$ cat config.mk
export PLATFORM = sky130hd
export DESIGN_NAME = indexed_list_engine
export DESIGN_NICKNAME = d
export VERILOG_FILES = /design/src/hw/rtl/ile_pkg.sv /design/src/hw/rtl/ile_ram.sv /design/src/hw/rtl/ile_ctrl.sv /design/src/hw/rtl/ile_dpath.sv /design/src/hw/rtl/indexed_list_engine.sv
export VERILOG_INCLUDE_DIRS = /design/src /design/src/hw/rtl
export SDC_FILE = /design/constraint.sdc
export NUM_CORES = 2
export LEC_CHECK = 0
export ABC_AREA = 0
export BUFFER_PORTS_ARGS = -buffer_cell sky130_fd_sc_hd__buf_2
export CORE_UTILIZATION = 45
export DETAILED_ROUTE_END_ITERATION = 7
export GPL_ROUTABILITY_DRIVEN = 0
export SYNTH_ARGS = -nofsm -noshare
export SYNTH_HDL_FRONTEND = slang
export SYNTH_SLANG_ARGS = --single-unit
$ cat constraint.sdc
create_clock -name clk -period 15.5 [get_ports clk]
set_input_delay 3.1 -clock clk [delete_from_list [all_inputs] [get_ports clk]]
set_output_delay 3.1 -clock clk [all_outputs]
set_load 0.02 [all_outputs]
$ cat src/hw/rtl/assert_macros.svh
// assertion macros shared by the list engine modules
// depends on: clk and rst being in scope where a macro is used
`ifndef ASSERT_MACROS_SVH
`define ASSERT_MACROS_SVH

// same-cycle implication, checked outside reset
`define ILE_ASSERT_IMPL(label, ante, cons) \
  label: assert property (@(posedge clk) disable iff (rst) (ante) |-> (cons)) \
    else $error("assertion failed");

// next-cycle implication, checked outside reset
`define ILE_ASSERT_NEXT(label, ante, cons) \
  label: assert property (@(posedge clk) disable iff (rst) (ante) |=> (cons)) \
    else $error("assertion failed");

`endif

$ cat src/hw/rtl/ile_pkg.sv
// types, codes and defaults for the indexed list engine
// depends on: nothing
`default_nettype none

package ile_pkg;

  localparam int DEFAULT_CAPACITY = 64;
  localparam int POS_W   = 7;
  localparam int VAL_W   = 32;
  localparam int FIDX_W  = 6;
  localparam int CNT_W   = 7;

  typedef enum logic [2:0] {
    OP_APPEND = 3'd0,
    OP_INSERT = 3'd1,
    OP_SET    = 3'd2,
    OP_REMOVE = 3'd3,
    OP_GET    = 3'd4,
    OP_FIND   = 3'd5,
    OP_CLEAR  = 3'd6
  } op_t;

  localparam logic [1:0] ST_OK        = 2'd0;
  localparam logic [1:0] ST_BAD_POS   = 2'd1;
  localparam logic [1:0] ST_FULL      = 2'd2;
  localparam logic [1:0] ST_NOT_FOUND = 2'd3;

  // walk mode of the shift / search engine
  typedef enum logic [1:0] {
    SCAN_NONE,
    SCAN_INS,
    SCAN_RM,
    SCAN_FIND
  } scan_t;

  typedef struct packed {
    logic [2:0]              operation;
    logic [POS_W-1:0]        position;
    logic signed [VAL_W-1:0] value_in;
  } in_word_t;

  typedef struct packed {
    logic [1:0]              status;
    logic signed [VAL_W-1:0] value_out;
    logic [FIDX_W-1:0]       found_index;
    logic [CNT_W-1:0]        count;
    logic signed [VAL_W-1:0] front_value;
    logic signed [VAL_W-1:0] back_value;
  } out_word_t;

  // controller to datapath
  typedef struct packed {
    logic       ld_req;
    logic       set_status;
    logic [1:0] status_code;
    scan_t      scan;
    logic       rd_pos;
    logic       rd_front;
    logic       rd_back;
    logic       wr_append;
    logic       wr_pos;
    logic       cnt_inc;
    logic       cnt_dec;
    logic       cnt_clr;
    logic       ptr_from_count;
    logic       ptr_from_pos;
    logic       ptr_zero;
    logic       take_vout;
    logic       take_fidx;
    logic       take_front;
    logic       take_back;
  } ile_cmd_t;

  // datapath to controller
  typedef struct packed {
    op_t  op;
    logic pos_gt_cnt;
    logic pos_ge_cnt;
    logic full;
    logic scan_idle;
    logic match;
  } ile_stat_t;

endpackage

`default_nettype wire

$ cat src/hw/rtl/ile_ram.sv
// generic single-write, single-read RAM with registered read data
// depends on: nothing
`default_nettype none

module ile_ram #(
  parameter int WIDTH = 32,
  parameter int DEPTH = 64
) (
  input  logic                     clk,
  input  logic                     wr_en,
  input  logic [$clog2(DEPTH)-1:0] wr_addr,
  input  logic [WIDTH-1:0]         wr_data,
  input  logic                     rd_en,
  input  logic [$clog2(DEPTH)-1:0] rd_addr,
  output logic [WIDTH-1:0]         rd_data
);

  logic [WIDTH-1:0] mem [DEPTH];

  always_ff @(posedge clk) begin
    if (wr_en) begin
      mem[wr_addr] <= wr_data;
    end
    if (rd_en) begin
      rd_data <= mem[rd_addr];
    end
  end

endmodule

`default_nettype wire

$ cat src/hw/rtl/ile_ctrl.sv
// sequencing state machine of the indexed list engine
// depends on: ile_pkg, assert_macros.svh
`default_nettype none
`include "assert_macros.svh"

module ile_ctrl import ile_pkg::*; (
  input  logic      clk,
  input  logic      rst,
  input  logic      start,
  input  ile_stat_t stat,
  output ile_cmd_t  cmd,
  output logic      busy,
  output logic      done
);

  typedef enum logic [3:0] {
    S_IDLE,
    S_CHECK,
    S_INS_SHIFT,
    S_RM_VAL,
    S_RM_SHIFT,
    S_GET_WAIT,
    S_FIND,
    S_FRONT,
    S_BACK,
    S_FINISH
  } state_t;

  state_t state, state_next;
  logic   done_next;

  assign busy = (state != S_IDLE);

  always_comb begin
    cmd        = '0;
    cmd.scan   = SCAN_NONE;
    state_next = state;
    done_next  = 1'b0;
    case (state)
      S_IDLE: begin
        if (start) begin
          cmd.ld_req = 1'b1;
          state_next = S_CHECK;
        end
      end
      S_CHECK: begin
        state_next = S_FRONT;
        case (stat.op)
          OP_APPEND: begin
            if (stat.full) begin
              cmd.set_status  = 1'b1;
              cmd.status_code = ST_FULL;
            end else begin
              cmd.wr_append = 1'b1;
              cmd.cnt_inc   = 1'b1;
            end
          end
          OP_INSERT: begin
            if (stat.pos_gt_cnt) begin
              cmd.set_status  = 1'b1;
              cmd.status_code = ST_BAD_POS;
            end else if (stat.full) begin
              cmd.set_status  = 1'b1;
              cmd.status_code = ST_FULL;
            end else begin
              cmd.ptr_from_count = 1'b1;
              state_next         = S_INS_SHIFT;
            end
          end
          OP_SET: begin
            if (stat.pos_ge_cnt) begin
              cmd.set_status  = 1'b1;
              cmd.status_code = ST_BAD_POS;
            end else begin
              cmd.wr_pos = 1'b1;
            end
          end
          OP_REMOVE: begin
            if (stat.pos_ge_cnt) begin
              cmd.set_status  = 1'b1;
              cmd.status_code = ST_BAD_POS;
            end else begin
              cmd.rd_pos = 1'b1;
              state_next = S_RM_VAL;
            end
          end
          OP_GET: begin
            if (stat.pos_ge_cnt) begin
              cmd.set_status  = 1'b1;
              cmd.status_code = ST_BAD_POS;
            end else begin
              cmd.rd_pos = 1'b1;
              state_next = S_GET_WAIT;
            end
          end
          OP_FIND: begin
            cmd.set_status  = 1'b1;
            cmd.status_code = ST_NOT_FOUND;
            cmd.ptr_zero    = 1'b1;
            state_next      = S_FIND;
          end
          OP_CLEAR: begin
            cmd.cnt_clr = 1'b1;
          end
          default: begin
          end
        endcase
      end
      S_INS_SHIFT: begin
        cmd.scan = SCAN_INS;
        if (stat.scan_idle) begin
          cmd.wr_pos  = 1'b1;
          cmd.cnt_inc = 1'b1;
          state_next  = S_FRONT;
        end
      end
      S_RM_VAL: begin
        cmd.take_vout    = 1'b1;
        cmd.ptr_from_pos = 1'b1;
        state_next       = S_RM_SHIFT;
      end
      S_RM_SHIFT: begin
        cmd.scan = SCAN_RM;
        if (stat.scan_idle) begin
          cmd.cnt_dec = 1'b1;
          state_next  = S_FRONT;
        end
      end
      S_GET_WAIT: begin
        cmd.take_vout = 1'b1;
        state_next    = S_FRONT;
      end
      S_FIND: begin
        cmd.scan = SCAN_FIND;
        if (stat.match) begin
          cmd.set_status  = 1'b1;
          cmd.status_code = ST_OK;
          cmd.take_fidx   = 1'b1;
          state_next      = S_FRONT;
        end else if (stat.scan_idle) begin
          state_next = S_FRONT;
        end
      end
      S_FRONT: begin
        cmd.rd_front = 1'b1;
        state_next   = S_BACK;
      end
      S_BACK: begin
        cmd.rd_back    = 1'b1;
        cmd.take_front = 1'b1;
        state_next     = S_FINISH;
      end
      S_FINISH: begin
        cmd.take_back = 1'b1;
        done_next     = 1'b1;
        state_next    = S_IDLE;
      end
      default: begin
        state_next = S_IDLE;
      end
    endcase
  end

  always_ff @(posedge clk) begin
    if (rst) begin
      state <= S_IDLE;
      done  <= 1'b0;
    end else begin
      state <= state_next;
      done  <= done_next;
    end
  end

  `ILE_ASSERT_IMPL(a_done_when_idle, done, !busy)
  `ILE_ASSERT_NEXT(a_start_goes_busy, start && !busy, busy)
  `ILE_ASSERT_NEXT(a_done_single, done, !done)

endmodule

`default_nettype wire

$ cat src/hw/rtl/ile_dpath.sv
// element store, count, walk pointer and result registers of the list engine
// depends on: ile_pkg, ile_ram, assert_macros.svh
`default_nettype none
`include "assert_macros.svh"

module ile_dpath import ile_pkg::*; #(
  parameter int CAPACITY = DEFAULT_CAPACITY
) (
  input  logic      clk,
  input  logic      rst,
  input  in_word_t  request,
  input  ile_cmd_t  cmd,
  output ile_stat_t stat,
  output out_word_t result
);

  localparam int AW = $clog2(CAPACITY);
  localparam int CW = $clog2(CAPACITY + 1);
  localparam int XW = (CW > POS_W) ? CW : POS_W;

  in_word_t                req;
  logic [CW-1:0]           count;
  logic [CW-1:0]           ptr;
  logic [CW-1:0]           ptr_d;
  logic                    val_d;
  logic [1:0]              status;
  logic signed [VAL_W-1:0] value_out;
  logic signed [VAL_W-1:0] front_value;
  logic signed [VAL_W-1:0] back_value;
  logic [FIDX_W-1:0]       found_index;

  logic             rd_en, wr_en, issue;
  logic [AW-1:0]    rd_addr, wr_addr;
  logic [VAL_W-1:0] wr_data, rd_data;
  logic [XW-1:0]    pos_x, cnt_x, ptr_x;

  assign pos_x = XW'(req.position);
  assign cnt_x = XW'(count);
  assign ptr_x = XW'(ptr);

  // issue one read per cycle while the walk has entries left
  always_comb begin
    case (cmd.scan)
      SCAN_INS:  issue = (ptr_x > pos_x);
      SCAN_RM:   issue = ((CW+1)'(ptr) + (CW+1)'(1) < (CW+1)'(count));
      SCAN_FIND: issue = (ptr < count);
      default:   issue = 1'b0;
    endcase
  end

  always_comb begin
    rd_en   = 1'b0;
    rd_addr = '0;
    if (issue) begin
      rd_en = 1'b1;
      case (cmd.scan)
        SCAN_INS: rd_addr = AW'(ptr - CW'(1));
        SCAN_RM:  rd_addr = AW'(ptr + CW'(1));
        default:  rd_addr = AW'(ptr);
      endcase
    end else if (cmd.rd_pos) begin
      rd_en   = 1'b1;
      rd_addr = AW'(req.position);
    end else if (cmd.rd_front) begin
      rd_en   = 1'b1;
      rd_addr = '0;
    end else if (cmd.rd_back) begin
      rd_en   = 1'b1;
      rd_addr = AW'(count - CW'(1));
    end
  end

  always_comb begin
    wr_en   = 1'b0;
    wr_addr = AW'(ptr_d);
    wr_data = rd_data;
    if (val_d && (cmd.scan == SCAN_INS || cmd.scan == SCAN_RM)) begin
      wr_en = 1'b1;
    end else if (cmd.wr_append) begin
      wr_en   = 1'b1;
      wr_addr = AW'(count);
      wr_data = req.value_in;
    end else if (cmd.wr_pos) begin
      wr_en   = 1'b1;
      wr_addr = AW'(req.position);
      wr_data = req.value_in;
    end
  end

  ile_ram #(
    .WIDTH (VAL_W),
    .DEPTH (CAPACITY)
  ) u_store (
    .clk     (clk),
    .wr_en   (wr_en),
    .wr_addr (wr_addr),
    .wr_data (wr_data),
    .rd_en   (rd_en),
    .rd_addr (rd_addr),
    .rd_data (rd_data)
  );

  always_comb begin
    stat.op         = op_t'(req.operation);
    stat.pos_gt_cnt = (pos_x > cnt_x);
    stat.pos_ge_cnt = (pos_x >= cnt_x);
    stat.full       = (count == CW'(CAPACITY));
    stat.scan_idle  = !issue && !val_d;
    stat.match      = val_d && (rd_data == req.value_in);
  end

  always_ff @(posedge clk) begin
    if (rst) begin
      count <= '0;
      val_d <= 1'b0;
    end else begin
      if (cmd.cnt_clr) begin
        count <= '0;
      end else if (cmd.cnt_inc) begin
        count <= count + CW'(1);
      end else if (cmd.cnt_dec) begin
        count <= count - CW'(1);
      end
      val_d <= issue;
    end
  end

  always_ff @(posedge clk) begin
    if (cmd.ld_req) begin
      req         <= request;
      status      <= ST_OK;
      value_out   <= '0;
      found_index <= '0;
    end
    if (cmd.set_status) begin
      status <= cmd.status_code;
    end
    if (cmd.ptr_from_count) begin
      ptr <= count;
    end else if (cmd.ptr_from_pos) begin
      ptr <= CW'(req.position);
    end else if (cmd.ptr_zero) begin
      ptr <= '0;
    end else if (issue) begin
      ptr <= (cmd.scan == SCAN_INS) ? ptr - CW'(1) : ptr + CW'(1);
    end
    if (issue) begin
      ptr_d <= ptr;
    end
    if (cmd.take_vout) begin
      value_out <= rd_data;
    end
    if (cmd.take_fidx) begin
      found_index <= FIDX_W'(ptr_d);
    end
    if (cmd.take_front) begin
      front_value <= (count == '0) ? '0 : rd_data;
    end
    if (cmd.take_back) begin
      back_value <= (count == '0) ? '0 : rd_data;
    end
  end

  always_comb begin
    result.status      = status;
    result.value_out   = value_out;
    result.found_index = found_index;
    result.count       = CNT_W'(count);
    result.front_value = front_value;
    result.back_value  = back_value;
  end

  `ILE_ASSERT_IMPL(a_count_bounded, 1'b1, count <= CW'(CAPACITY))
  `ILE_ASSERT_IMPL(a_no_rw_clash, wr_en && rd_en, wr_addr != rd_addr)

endmodule

`default_nettype wire

$ cat src/hw/rtl/indexed_list_engine.sv
// top level of the indexed list engine: controller plus datapath
// depends on: ile_pkg, ile_ctrl, ile_dpath (and through it ile_ram)
`default_nettype none

// Ordered list of up to CAPACITY signed 32-bit values held in one RAM.
// A request word (operation, position, value_in) is taken at a clock edge
// where start is high and busy is low; busy then stays high until the
// result word is shown. The result word is marked by done, high for
// exactly one cycle, and there is no way to hold it off: capture it
// in that cycle. In the done cycle busy is already low, so the next
// request may be taken at the same edge that ends the result.
// Every request passes the check state, then the work of its operation,
// then reads of the front and back entries and a finish state before
// done. Append, set, clear, code 7 and rejected requests go straight
// to the front read; get waits for the read of its entry; insert shifts
// the entries from position up by one, remove reads its entry and shifts
// the entries above it down, and find walks from index 0 to the first
// match, or to the count when nothing matches. The store's one read port
// has registered data; shifts and searches move one entry per cycle.
// Each result carries count, front_value and back_value after the
// operation; front and back read as zero while the list is empty.
// Only entries below the count reach a result, so the store needs no
// clearing after reset.

module indexed_list_engine import ile_pkg::*; #(
  parameter int CAPACITY = DEFAULT_CAPACITY
) (
  input  logic      clk,
  input  logic      rst,
  input  logic      start,
  output logic      busy,
  input  in_word_t  request,
  output logic      done,
  output out_word_t result
);

  // command and status buses between the sequencer and the datapath
  ile_cmd_t  cmd;
  ile_stat_t stat;

  ile_ctrl u_ctrl (
    .clk   (clk),
    .rst   (rst),
    .start (start),
    .stat  (stat),
    .cmd   (cmd),
    .busy  (busy),
    .done  (done)
  );

  // holds the store, count, walk pointer and the result word
  ile_dpath #(
    .CAPACITY (CAPACITY)
  ) u_dpath (
    .clk     (clk),
    .rst     (rst),
    .request (request),
    .cmd     (cmd),
    .stat    (stat),
    .result  (result)
  );

endmodule

`default_nettype wire
After elaboration in Yosys (flattened, before gate mapping) --
Memories as Yosys holds them, arrays and structs flattened. A register that Yosys moved wholly into a read port is not among the register bits. Cells that the tools add are included.
Operators by class: equality and inequality tests 21, order comparisons 5, multiplexer cells 77, shift-type cells 0, multipliers 0, add/sub/neg operators 5, div/mod/pow operators 0, reduce and logical (&&, ||, !) cells 20, bitwise logic cells 0
Operators by type and width (count):
- 2-to-1 mux 32 bit | 6
- 2-to-1 mux 6 bit | 9
- 2-to-1 mux 7 bit | 7
- == test 32 bit | 1
- 2-to-1 mux 1 bit | 32
- one-hot mux 4 bit (8 select lines) | 1
- 2-to-1 mux 3 bit | 7
- == test 4 x 3 -> 1 bit, second input constant | 4
- one-hot mux 4 bit (4 select lines) | 1
- adder 7 x 1 -> 7 bit, second input constant | 2
- > comparator 7 bit | 2
- subtractor 7 x 1 -> 7 bit, second input constant | 2
- 2-to-1 mux 4 bit | 3
- one-hot mux 3 bit (4 select lines) | 1
- one-hot mux 6 bit (2 select lines) | 1
- 2-to-1 mux 2 bit | 5
- == test 3 bit, second input constant | 3
- adder 7 x 1 -> 8 bit, second input constant | 1
- == test 4 x 2 -> 1 bit, second input constant | 2
- == test 4 bit, second input constant | 2
- less-than comparator 8 x 7 -> 1 bit | 1
- nonzero test 2 bit | 4
- nonzero test 4 bit | 2
- OR reduction 2 bit | 4
- 20 further kinds | 25
Storage, ports and cells: memory bits (writable) 2048, latch bits 0, ROM bits 0, output and inout port bits 113, bits in registers 172, memories 1, word-level logic and storage cells 143
Memories:
- u_dpath.u_store.mem | depth 64, bits a word 32, rd ports 1, clocked after Yosys merged registers in 1, wr ports 1, line ile_ram.sv:18 | logic [WIDTH-1:0] mem [DEPTH];

Longest topological paths before layout --
depth in word-level cells 13, gate-level depth with buffers 23, gate-level depth less buffers 16

Cells and area by module --
A second synthesis with hierarchy kept.
Second synthesis, totals: cells, all modules 4024, area total of the unflattened synthesis 87518.9 µm²
Modules (own cells, without submodules):
- ile_ram | area each 78833.1 µm², cells an instance 3324, times used 1
- ile_dpath | area each 8046.5 µm², cells an instance 608, times used 1
- ile_ctrl | area each 639.4 µm², cells an instance 92, times used 1

Worst setup path before layout --
OpenSTA, ideal clock, no wires.
kind register to register, start point register u_dpath.ptr[2], end point memory u_dpath.u_store.mem[24][0] (enable), buffers on the path 3, required time 15079 ps, path slack 10071 ps, arrival time 5008 ps, cell stages (with the launch flop) 18, library setup time 421 ps, clock period less this slack 5429 ps, path through edfxtp_1 -> clkbuf_1 -> nand3_1 -> nor2_1 -> xor2_1 -> ha_1 -> a2111oi_0 -> o21ai_1 -> o211a_1 -> inv_4 -> or3_1 -> and2_1 -> clkbuf_1 -> o22ai_1 -> a22o_1 -> or3_1 -> clkbuf_1 -> nor2_1
On the way: longest elaborated chain between the ends 12, elaborated cells on any way between the ends 17
RTL lines:
- start, declared | line ile_dpath.sv:23 | logic [CW-1:0] ptr;
- start signal, assigned | line ile_dpath.sv:139 | ptr <= count;
- start signal, assigned | line ile_dpath.sv:141 | ptr <= CW'(req.position);
- start signal, assigned | line ile_dpath.sv:145 | ptr <= (cmd.scan == SCAN_INS) ? ptr - CW'(1) : ptr + CW'(1);
- adder 7 x 1 -> 8 bit | line ile_dpath.sv:45 | SCAN_RM: issue = ((CW+1)'(ptr) + (CW+1)'(1) < (CW+1)'(count));
- less-than comparator 8 x 7 -> 1 bit | line ile_dpath.sv:45
- one-hot mux 1 bit (3 select lines) (*) | line ile_dpath.sv:43 | case (cmd.scan)
- zero test 1 bit (*) | line ile_dpath.sv:108 | stat.scan_idle = !issue && !val_d;
- logical AND 1 bit (*) | line ile_dpath.sv:108
- 2-to-1 mux 2 bit (*) | line ile_ctrl.sv:111 | if (stat.scan_idle) begin
- one-hot mux 2 bit (2 select lines) (*) | line ile_ctrl.sv:39 | case (state)
- 2-to-1 mux 1 bit | line ile_dpath.sv:83 | end else if (cmd.wr_pos) begin
- 2-to-1 mux 1 bit | line ile_dpath.sv:79 | end else if (cmd.wr_append) begin
- 2-to-1 mux 1 bit | line ile_dpath.sv:77 | if (val_d && (cmd.scan == SCAN_INS || cmd.scan == SCAN_RM)) begin
- 2-to-1 mux 1 bit | line ile_ram.sv:21 | if (wr_en) begin
- 2-to-1 mux 1 bit (not written as such) | line ile_ram.sv:22 | mem[wr_addr] <= wr_data;
- end, declared | line ile_ram.sv:18
Every way passes the cells marked *; elsewhere a longest branch is shown, timed or not.

Final worst setup path --
start point register u_dpath.ptr[2], end point register u_dpath.u_store.rd_data[9], read port of u_dpath.u_store.mem, data pin
On the way: longest elaborated chain between the ends 4, elaborated cells on any way between the ends 10
RTL lines:
- adder 7 x 1 -> 8 bit | line ile_dpath.sv:45
- less-than comparator 8 x 7 -> 1 bit | line ile_dpath.sv:45
- one-hot mux 1 bit (3 select lines) | line ile_dpath.sv:43
- 2-to-1 mux 6 bit or 2-to-1 mux 1 bit (tied branches) | line ile_dpath.sv:54 | if (issue) begin
- end, declared | line ile_ram.sv:15 | output logic [WIDTH-1:0] rd_data
Several ways; a longest one is shown, not always the timed one. A chain may end at the register's enable or synchronous reset.

==> reports/qor.csv <==
metric,value,unit
minimum clock period after layout,7910,ps
Crit. End Element,flop,
TritonCTS buffer count,221,
RSZ-0062 raised after global routing,no,
Initial Util,45.5,%
Met2 Routed Length,131000,µm
period utilization,51.0,%
compound-cell area share of the yosys netlist,6.27,%
number of DRC violations after detailed routing,0,
Hold Crit Depth,1,
Worst Clk Skew,52.5,ps
floorplan die width,450,µm
Total Neg Setup Slack,0,ps
via count,57000,
slowest CP cell,sky130_fd_sc_hd__a21oi_1,
final setup violation count,0,
synthesized area per cell,14.3,µm²
share of synthesized area spent on multiplexers,4.54,%
CP required,16080,ps
Layout Utilization,51.3,%
Top Family by Delay on Critical Path,compound AO/OA/AOI/OAI gates,
clock latency at the later pin of the worst-skew pair,890,ps
register area share after synthesis,74.8,%
reported max-cap violation count,0,
synthesized cell area,90200,µm²
detailed route wirelength on metal3,30100,µm
average wire length per cell after detail routing,30.2,µm
vertical extent of the die,450,µm
outcome,completed,
Max clock buf depth,3,
total power,16.7,mW
combinational family with the most area after synthesis,simple AND/OR/NAND/NOR gates,
library cell with the largest summed area after synthesis,sky130_fd_sc_hd__edfxtp_1,
final max-slew violation count,0,
Max VDD drop,0.108,mV
number of standard cells after synthesis,6294,
count of placed standard cells including taps,8877,
post-detailed-route via-to-cell ratio,6.13,
post-synth top area share,74.6,%
count of buffers added by post-CTS timing repair for setup,0,
synthesis-to-finish area growth,12.9,%
grt ovf,0,
antenna violations before repair,20,
first-pass GRT wire length,397000,µm
Std-Cell Rows,163,
syn nets,6374,
count of non-filler cells in the finished layout,9291,
XOR/XNOR Fraction of Synth Area,0.524,%
Clock Root Buffer,sky130_fd_sc_hd__clkbuf_16,
Power per Cell Area,164,nW/µm²
1st-iter DRT viols,7861,
Post-Place Worst Slack,7650,ps
Arrival @ worst endpoint,8490,ps
first-pass iteration count of the detailed router,5,
leading cell type by number of instances after synthesis,sky130_fd_sc_hd__edfxtp_1,
number of I/O port buffers,157,
Post-layout nets,6540,
Netlist cell types,79,
yosys warns,0,
simple-gate share of the synthesized area,11.0,%
Die Outline Area,202000,µm²
crit-path most repeated cell,sky130_fd_sc_hd__buf_4,
final-layout worst hold slack,624,ps
synthesized-area fraction occupied by adder cells,0.486,%
slew margin rel.,6.81,%
Buffers & Inverters on Critical Path,3,
origin of the worst min-delay path,u_dpath.ptr_d[0],
number of top-level design ports,158,
number of sinks on the clock net,2252,
final setup margin,7590,ps
Sequential cell area,67500,µm²
pin count of the biggest net entering global routing,162,
proportion of synthesized flip-flops having asynchronous set or reset,0,%
uppermost layer routed,met5,
Worst Reg-to-Reg Cells,18,
critical path peak fanout,62,
number of filler cells placed in the layout,16400,
Std-Cell Core Area,198000,µm²
fraction of layout cells with a size suffix above 1,12.2,%
most used flip-flop cell after synthesis,sky130_fd_sc_hd__edfxtp_1,
number of synthesized register bits,2252,
Worst Hold Endpoint,u_dpath.found_index[0],
post-cts gate resize count,0,
most area-consuming cells after synthesis,"sky130_fd_sc_hd__edfxtp_1 (75%), sky130_fd_sc_hd__nand2_1 (5.5%), sky130_fd_sc_hd__mux2i_1 (3.9%), sky130_fd_sc_hd__nand3_1 (2.8%), sky130_fd_sc_hd__a21oi_1 (1.8%)",
final hold vios,0,
detailed-placement wirelength estimate,153000,µm
CTS hold repair buffers,0,
vias in the first global route,53500,
list of cells traversed by the critical path,and3_1 > nand3_1 > xnor2_1 > ha_1 > a21o_1 > a2111oi_0 > o21ai_1 > o211a_1 > inv_4 > mux2_8 > buf_4 > buf_4 > mux2i_1 > o22ai_1 > a311oi_1 > a311oi_2 > a21oi_1 > o2bb2ai_1,
final design instance area without fill,102000,µm²
WL final,281000,µm
worst min path class,reg -> reg,
Post-Place Cell Area,94600,µm²
maximum level of the CTS H-tree,4,
startpoint of the worst-slack reg-to-reg timing path,u_dpath.ptr[2],
number of enable flip-flop cells after synthesis,2239,
met1 WL,112000,µm
Leak Pwr,35.9,nW
Peak Freq,126,MHz
largest stage delay on the critical path,1010,ps
end of the worst register-to-register path,u_dpath.u_store.rd_data[9],
global router's overall resource usage,27.2,%
cell types with the highest counts after synthesis,"sky130_fd_sc_hd__edfxtp_1 (2239), sky130_fd_sc_hd__nand2_1 (1317), sky130_fd_sc_hd__nand3_1 (512)",
clock-pin slew on the worst setup and hold paths,60,ps
post-route antenna net violation count,0,
slack of the worst reg-to-reg path,7590,ps
critical path type,reg -> reg,
pin slew with the least headroom to its limit,1390,ps
multi-input gate area in the final layout,21400,µm²
Startpoint Class,flop,
CTS tree,done,
[placed cells by master, fill, tap and decap left out, types with 29 or more instances in the layout]
cell type and instances:
sky130_fd_sc_hd__edfxtp_1 2239, sky130_fd_sc_hd__nand2_1 1317, sky130_fd_sc_hd__nand3_1 512, sky130_fd_sc_hd__mux2i_1 350
sky130_fd_sc_hd__a21oi_1 323, sky130_fd_sc_hd__clkbuf_16 222, sky130_fd_sc_hd__buf_4 167, sky130_fd_sc_hd__buf_2 159
sky130_fd_sc_hd__o221ai_1 113, sky130_fd_sc_hd__o22ai_1 84, sky130_fd_sc_hd__a31oi_1 79, sky130_fd_sc_hd__and3_1 78
sky130_fd_sc_hd__nor2_1 74, sky130_fd_sc_hd__nor2_4 65, sky130_fd_sc_hd__and2_1 56, sky130_fd_sc_hd__clkbuf_1 49
sky130_fd_sc_hd__clkinv_1 45, sky130_fd_sc_hd__nor4_1 43, sky130_fd_sc_hd__clkinv_2 43, sky130_fd_sc_hd__o21ai_0 37
sky130_fd_sc_hd__nor3_1 36, sky130_fd_sc_hd__a311oi_1 36, sky130_fd_sc_hd__ha_1 35, sky130_fd_sc_hd__mux2_2 33
sky130_fd_sc_hd__xor2_1 31, sky130_fd_sc_hd__inv_1 29
[worst max-delay path by stage]
stage,to,slack [ps],start,cells past startpoint
floorplan,u_dpath.u_store.mem[24][0],10070,u_dpath.ptr[2],17
global placement,u_dpath.u_store.rd_data[30],6870,u_dpath.ptr[2],18
detailed placement,u_dpath.u_store.rd_data[31],7650,u_dpath.ptr[2],18
CTS,u_dpath.u_store.rd_data[31],7620,u_dpath.ptr[2],18
global route,u_dpath.u_store.rd_data[9],7110,u_dpath.ptr[2],18
finish,u_dpath.u_store.rd_data[9],7590,u_dpath.ptr[2],18
[routing by layer]
layer / up-vias / global-route usage, %
met2: 3270 / 43.2
li1: 24200 / -
met1: 29000 / 37.9
met4: 10 / 7.96
met3: 449 / 5.62
met5: - / 0
[power breakdown]
group          switching, mW  internal, mW  total, mW
Clock                   2.33          3.02       5.35
Sequential             0.155          7.72       7.87
Combinational           2.68         0.784       3.46
Total                   5.16          11.5       16.7
[cell families after synthesis]
logic type,Yosys count
xor+xnor,54
flops,2252
buf+inv,425
fa+ha+maj,35
simple gates,2275
mux,400
compound gates,853
[cell type report]
class	count	area share, %
Antenna cell	6	0.0148
Sequential cell	2252	66.3
Clock inverter	137	1.40
Inverter	30	0.113
Clock buffer	271	5.64
Multi-Input combinational cell	3617	21.0
Tap cell	2640	3.25
Timing Repair Buffer	338	2.24
[state kept, by name, summed over array words and instances (netlist names), 7 cells and up]
| signal | count |
|---|---|
| u_dpath.u_store.mem | 2048 |
| u_dpath.back_value | 32 |
| u_dpath.front_value | 32 |
| u_dpath.req | 32 |
| u_dpath.u_store.rd_data | 32 |
| u_dpath.value_out | 32 |
| u_dpath.cnt_x | 7 |
| u_dpath.pos_x | 7 |
| u_dpath.ptr | 7 |
Power figures use the tool's default switching activity.
